**config.mk**
```make
export PLATFORM = sky130hd
export DESIGN_NAME = rcs_ctrl
export DESIGN_NICKNAME = d
export VERILOG_FILES = /design/src/design/rcs_pkg.sv /design/src/design/rcs_ctrl.sv
export SDC_FILE = /design/constraint.sdc
export NUM_CORES = 1
export LEC_CHECK = 0
export CAP_MARGIN = 15
export CELL_PAD_IN_SITES_DETAIL_PLACEMENT = 2
export CELL_PAD_IN_SITES_GLOBAL_PLACEMENT = 2
export CORE_MARGIN = 2
export CORE_UTILIZATION = 31
export CTS_BUF_LIST = sky130_fd_sc_hd__clkbuf_2
export CTS_CLUSTER_DIAMETER = 100
export DETAILED_ROUTE_END_ITERATION = 16
export DONT_BUFFER_PORTS = 1
export HOLD_SLACK_MARGIN = 0.06
export PLACE_DENSITY_LB_ADDON = 0.1
export SLEW_MARGIN = 20
export SYNTH_ARGS = -nofsm -noshare
export SYNTH_HDL_FRONTEND = slang
export SYNTH_SLANG_ARGS = --single-unit
```
**constraint.sdc**
```tcl
create_clock -name clk -period 2.15 [get_ports clk]
set_input_delay 0.215 -clock clk [delete_from_list [all_inputs] [get_ports clk]]
set_output_delay 0.215 -clock clk [all_outputs]
set_load 0.05 [all_outputs]
```
**src/design/rcs_pkg.sv**
```systemverilog
// Shared constants, codes and controller/datapath interface types.
// No dependencies.
package rcs_pkg;

    localparam int MAX_BONDS  = 1024;
    localparam int LIST_AW    = 10;
    localparam int HIST_DEPTH = MAX_BONDS + 1;
    localparam int HIST_AW    = 11;
    localparam int LEN_W      = 11;
    localparam int RAND_W     = 31;

    localparam logic [1:0] KIND_RESTART = 2'd0;
    localparam logic [1:0] KIND_DEGRADE = 2'd1;
    localparam logic [1:0] KIND_QUERY   = 2'd2;

    localparam logic REG_INITIAL = 1'b0;
    localparam logic REG_MIN     = 1'b1;

    localparam logic [1:0] HSEL_LEN   = 2'd0;
    localparam logic [1:0] HSEL_LEFT  = 2'd1;
    localparam logic [1:0] HSEL_RIGHT = 2'd2;

    typedef struct packed {
        logic take_in;
        logic clr_start;
        logic clr_step;
        logic clr_one;
        logic mod_start_p;
        logic mod_start_c;
        logic len_rd;
        logic len_load;
        logic cut_load;
        logic mul_load;
        logic left_write;
        logic shift_start;
        logic shift_step;
        logic shift_end;
        logic append;
        logic hist_start;
        logic hist_rd;
        logic hist_wr;
        logic hist_next;
        logic query_rd;
        logic query_load;
        logic finish;
    } rcs_cmd_t;

    typedef struct packed {
        logic [1:0] kind;
        logic       clr_last;
        logic       mod_done;
        logic       count_zero;
        logic       len_gt1;
        logic       left_short;
        logic       shift_done;
        logic       hist_last;
        logic       hidx_ok;
        logic       out_busy;
    } rcs_sts_t;

endpackage

```
**src/design/rcs_ctrl.sv**
```systemverilog
// Controller state machine sequencing one transaction through the datapath.
// Depends on rcs_pkg.
module rcs_ctrl
    import rcs_pkg::*;
(
    input  logic     clk,
    input  logic     rst_n,
    input  logic     in_valid,
    output logic     in_ready,
    input  rcs_sts_t sts,
    output rcs_cmd_t cmd
);

    localparam logic [3:0] S_CLEAR    = 4'd0;
    localparam logic [3:0] S_IDLE     = 4'd1;
    localparam logic [3:0] S_DECODE   = 4'd2;
    localparam logic [3:0] S_RESTART  = 4'd3;
    localparam logic [3:0] S_MOD1     = 4'd4;
    localparam logic [3:0] S_LENWAIT  = 4'd5;
    localparam logic [3:0] S_CUTSTART = 4'd6;
    localparam logic [3:0] S_MOD2     = 4'd7;
    localparam logic [3:0] S_MUL      = 4'd8;
    localparam logic [3:0] S_SHIFT    = 4'd9;
    localparam logic [3:0] S_APPEND   = 4'd10;
    localparam logic [3:0] S_HRD      = 4'd11;
    localparam logic [3:0] S_HWR      = 4'd12;
    localparam logic [3:0] S_QWAIT    = 4'd13;
    localparam logic [3:0] S_DONE     = 4'd14;

    logic [3:0] state_reg, state_next;

    always_ff @(posedge clk or negedge rst_n)
    begin
        if (!rst_n)
        begin
            state_reg <= S_CLEAR;
        end
        else
        begin
            state_reg <= state_next;
        end
    end

    assign in_ready = (state_reg == S_IDLE);

    always_comb
    begin
        state_next = state_reg;
        cmd        = '0;
        case (state_reg)
            S_CLEAR:
            begin
                cmd.clr_step = 1'b1;
                if (sts.clr_last)
                begin
                    state_next = S_IDLE;
                end
            end
            S_IDLE:
            begin
                if (in_valid)
                begin
                    cmd.take_in = 1'b1;
                    state_next  = S_DECODE;
                end
            end
            S_DECODE:
            begin
                case (sts.kind)
                    KIND_RESTART:
                    begin
                        cmd.clr_start = 1'b1;
                        state_next    = S_RESTART;
                    end
                    KIND_DEGRADE:
                    begin
                        if (sts.count_zero)
                        begin
                            state_next = S_DONE;
                        end
                        else
                        begin
                            cmd.mod_start_p = 1'b1;
                            state_next      = S_MOD1;
                        end
                    end
                    KIND_QUERY:
                    begin
                        if (sts.hidx_ok)
                        begin
                            cmd.query_rd = 1'b1;
                            state_next   = S_QWAIT;
                        end
                        else
                        begin
                            state_next = S_DONE;
                        end
                    end
                    default:
                    begin
                        state_next = S_DONE;
                    end
                endcase
            end
            S_RESTART:
            begin
                cmd.clr_step = 1'b1;
                cmd.clr_one  = 1'b1;
                if (sts.clr_last)
                begin
                    state_next = S_DONE;
                end
            end
            S_MOD1:
            begin
                if (sts.mod_done)
                begin
                    cmd.len_rd = 1'b1;
                    state_next = S_LENWAIT;
                end
            end
            S_LENWAIT:
            begin
                cmd.len_load = 1'b1;
                state_next   = S_CUTSTART;
            end
            S_CUTSTART:
            begin
                if (sts.len_gt1)
                begin
                    cmd.mod_start_c = 1'b1;
                    state_next      = S_MOD2;
                end
                else
                begin
                    cmd.cut_load = 1'b1;
                    state_next   = S_MUL;
                end
            end
            S_MOD2:
            begin
                if (sts.mod_done)
                begin
                    cmd.cut_load = 1'b1;
                    state_next   = S_MUL;
                end
            end
            S_MUL:
            begin
                cmd.mul_load = 1'b1;
                if (sts.left_short)
                begin
                    cmd.shift_start = 1'b1;
                    state_next      = S_SHIFT;
                end
                else
                begin
                    cmd.left_write = 1'b1;
                    state_next     = S_APPEND;
                end
            end
            S_SHIFT:
            begin
                if (sts.shift_done)
                begin
                    cmd.shift_end = 1'b1;
                    state_next    = S_APPEND;
                end
                else
                begin
                    cmd.shift_step = 1'b1;
                end
            end
            S_APPEND:
            begin
                cmd.append     = 1'b1;
                cmd.hist_start = 1'b1;
                state_next     = S_HRD;
            end
            S_HRD:
            begin
                cmd.hist_rd = 1'b1;
                state_next  = S_HWR;
            end
            S_HWR:
            begin
                cmd.hist_wr = 1'b1;
                if (sts.hist_last)
                begin
                    state_next = S_DONE;
                end
                else
                begin
                    cmd.hist_next = 1'b1;
                    state_next    = S_HRD;
                end
            end
            S_QWAIT:
            begin
                cmd.query_load = 1'b1;
                state_next     = S_DONE;
            end
            S_DONE:
            begin
                if (!sts.out_busy)
                begin
                    cmd.finish = 1'b1;
                    state_next = S_IDLE;
                end
            end
            default:
            begin
                state_next = S_IDLE;
            end
        endcase
    end

endmodule

```
==> metrics <==
Clock Tree Root=clkbuf_2; Largest register FFs=4; via/cell ratio=a little under 6; Die Width=roughly 50 um; commonest non-fill, non-tap cells in the layout=24 x buf_4, 7 x nand2b_1, 6 x nor2b_1; synth top area cells=dfrtp_1 16%, nand2b_1 6.8%, nor3_1 6.2%; MaxCap Viol Count=0; largest net degree at the start of global routing=15; VDD IR max=between 0.6 and 0.7 mV; PortBufs=0; Top Ports=37; CP max FO=10; Final Total Pwr=1618 uW; Syn Area/Cell=6.783 um^2; met1 WL=1165 um; Synth top area share=0.1553; Simple-Gate Fraction of Synth Area=0.4039; Setup-failing EPs final=0; CTS H-tree lvls=1; Num CTS Buffers=3; drt drc=0; number of global-route vias before repair=842; CP top delay family=simple AND/OR/NAND/NOR gates; largest family of logic cells by synthesized area=simple AND/OR/NAND/NOR gates; Worst-Skew Late Latency=around 230 ps; CP endpoint kind=primary output; slowest stage delay, CP=490 ps; share of layout cells above drive strength 1=0.3966; Worst EP arrival=1770 ps; DR top layer=met4; Leak=0.0004005 uW; Synthesized Nets=109; Max-slew headroom=0.7066; dpl cells=139; synth unique cells=35; antenna viol nets, final=0; initial antenna violation count=0; post-route clock period utilization=0.9230; Synth Area in Adders=0; Final #Nets=~130; Total GRT Usage=0.2048; WL final=~2700 um; Mapped Area=644.4 um^2; vias=between 800 and 900; Final Instance Count excl. Fillers=143; multiplexer share of the synthesized area=0.03495; commonest non-fill, non-tap cell in the layout=buf_4; Post-CTS Setup Bufs=0; CTS Sinks=4; die height=49.59 um; Setup TNS Final=0 ps; status=finished clean; Met2 Wirelength=about 1400 um; cell taking the most area after synthesis=dfrtp_1; element type at the critical path start=flop; Worst-Margin Slew=440.2 ps; Data required, critical path=1930 ps; Synth Area in XOR/XNOR=0.01359; HPWL after DPL=2042 um; WL met3=90 um; synthesized flop and latch total=4; die area=2459 um^2; std cell rows=16; Core Area=1962 um^2; Hold Fails Final Rpt=0; wire length per cell=18.72 um; DRT Pass-1 Iters=4; min cycle time layout=about 2000 ps; gr ovfl total=0; deepest clock path buffer count=2; Worst Hold Class=primary input to async pin; Slew Viols, Final=0; slowest cell on the critical path=dfrtp_1; Mapped Cells=95; Pwr per Cell Area=roughly 1700 nW/um^2; Buf/Inv on CP=2; CTS tree=yes; Initial Util=0.3284; CP cell instances=buf_4 > nand2b_1 > nor3_2 > and2_1 > buf_12; crit path kind=flop to primary output; RSZ-0062 raised after global routing=no; Yosys warning count=0; register clock-pin slew on the reported worst setup and hold paths=50 ps; GPL Wtd Cong=0.7977; register area share after synthesis=0.1553; initial DRC count=8; area delta synth->final=46.80%; compound-cell area share of the yosys netlist=0.2835; first-pass GRT wire length=3953 um; clock skew=between 1.5 and 2 ps; # diodes=0; Peak Freq=0.5039 GHz; Filler Cell Count=255
-- per-layer routing --
| metal | GRT usage | vias to the layer above |
|---|---|---|
| li1 | - | 386 |
| met1 | 0.2486 | 412 |
| met2 | 0.3800 | 28 |
| met3 | 0.02424 | 3 |
| met4 | 0.04630 | 0 |
| met5 | 0 | - |
-- power by group --
group / total, uW / leakage, uW / internal (uW) / switching, uW
clock: 76.6 / 0.0000125 / 37.5 / 39.1
sequential: 245 / 0.0000465 / 116 / 129
combinational: 1300 / 0.000341 / 465 / 831
-- Yosys cell counts --
master	number
nor3_1	8
nand2b_1	7
nor2_1	6
nor2b_1	6
a21oi_1	5
buf_2	5
inv_1	5
nand2_1	5
nor4_1	5
o21ai_0	5
dfrtp_1	4
a211oi_1	3
o22ai_1	3
and2_1	2
and3_1	2
buf_4	2
clkbuf_1	2
mux2_2	2
o221ai_1	2
a221o_1	1
a22o_1	1
a311o_1	1
buf_1	1
nand3_1	1
nand3b_1	1
nor3b_1	1
o2111ai_1	1
o21a_1	1
o21ba_2	1
o21bai_1	1
o221a_2	1
or2_1	1
or2_2	1
or3b_2	1
xor2_1	1
-- through the flow --
stage | hold slack, ps | utilization | setup WS [ps] | instance area, um^2
after floorplan | -80.59 | - | -362.9 | 671.9
after global placement | -80.50 | 0.4662 | 424.2 | 914.6
after detailed placement | -80.48 | 0.4662 | 316.2 | 914.6
after CTS | 265.6 | 0.4790 | 160.8 | 939.7
after global routing | 253.7 | 0.4821 | 59.32 | 945.9
final | 255.0 | 0.4821 | 165.6 | 945.9
-- layout make-up --
type | instances | area [um^2] | area share
Inverter | 5 | 18.77 | 0.01984
Timing Repair Buffer | 28 | 250.2 | 0.2646
Clock buffer | 3 | 15.01 | 0.01587
Multi-Input combinational cell | 76 | 528.0 | 0.5582
Tap cell | 27 | 33.78 | 0.03571
Sequential cell | 4 | 100.1 | 0.1058
-- repair_timing --
| item | in CTS | in global routing |
|---|---|---|
| hold buffers | 1 | 0 |
| setup endpoints to repair | 0 | 1 |
| gates resized for setup | 0 | 1 |
| hold endpoints to repair | 4 | 0 |
-- cells by family (layout without fill, tap and decap cells) --
kind of cell | after synthesis | after routing
and+or+nand+nor | 47 | 47
AOI/OAI and AO/OA | 26 | 26
buffers and inverters | 15 | 36
DFF | 4 | 4
muxes | 2 | 2
xor gates and xnor gates | 1 | 1
-- path summary, 6_finish.rpt --
check | start | endpoint | slack, ps | cells past startpoint
max in group asynchronous | rst_n | state_reg[3]$_DFFE_PN0P_ | 1730 | 1
max reg2reg | state_reg[1]$_DFFE_PN0P_ | state_reg[1]$_DFFE_PN0P_ | 260 | 4
min in group clk | sts[3] | state_reg[1]$_DFFE_PN0P_ | 340 | 2
max | state_reg[2]$_DFFE_PN0P_ | cmd[10] | 170 | 5
min | rst_n | state_reg[2]$_DFFE_PN0P_ | 250 | 1
min reg2reg | state_reg[1]$_DFFE_PN0P_ | state_reg[3]$_DFFE_PN0P_ | 780 | 2
Power figures use the tool's default switching activity.
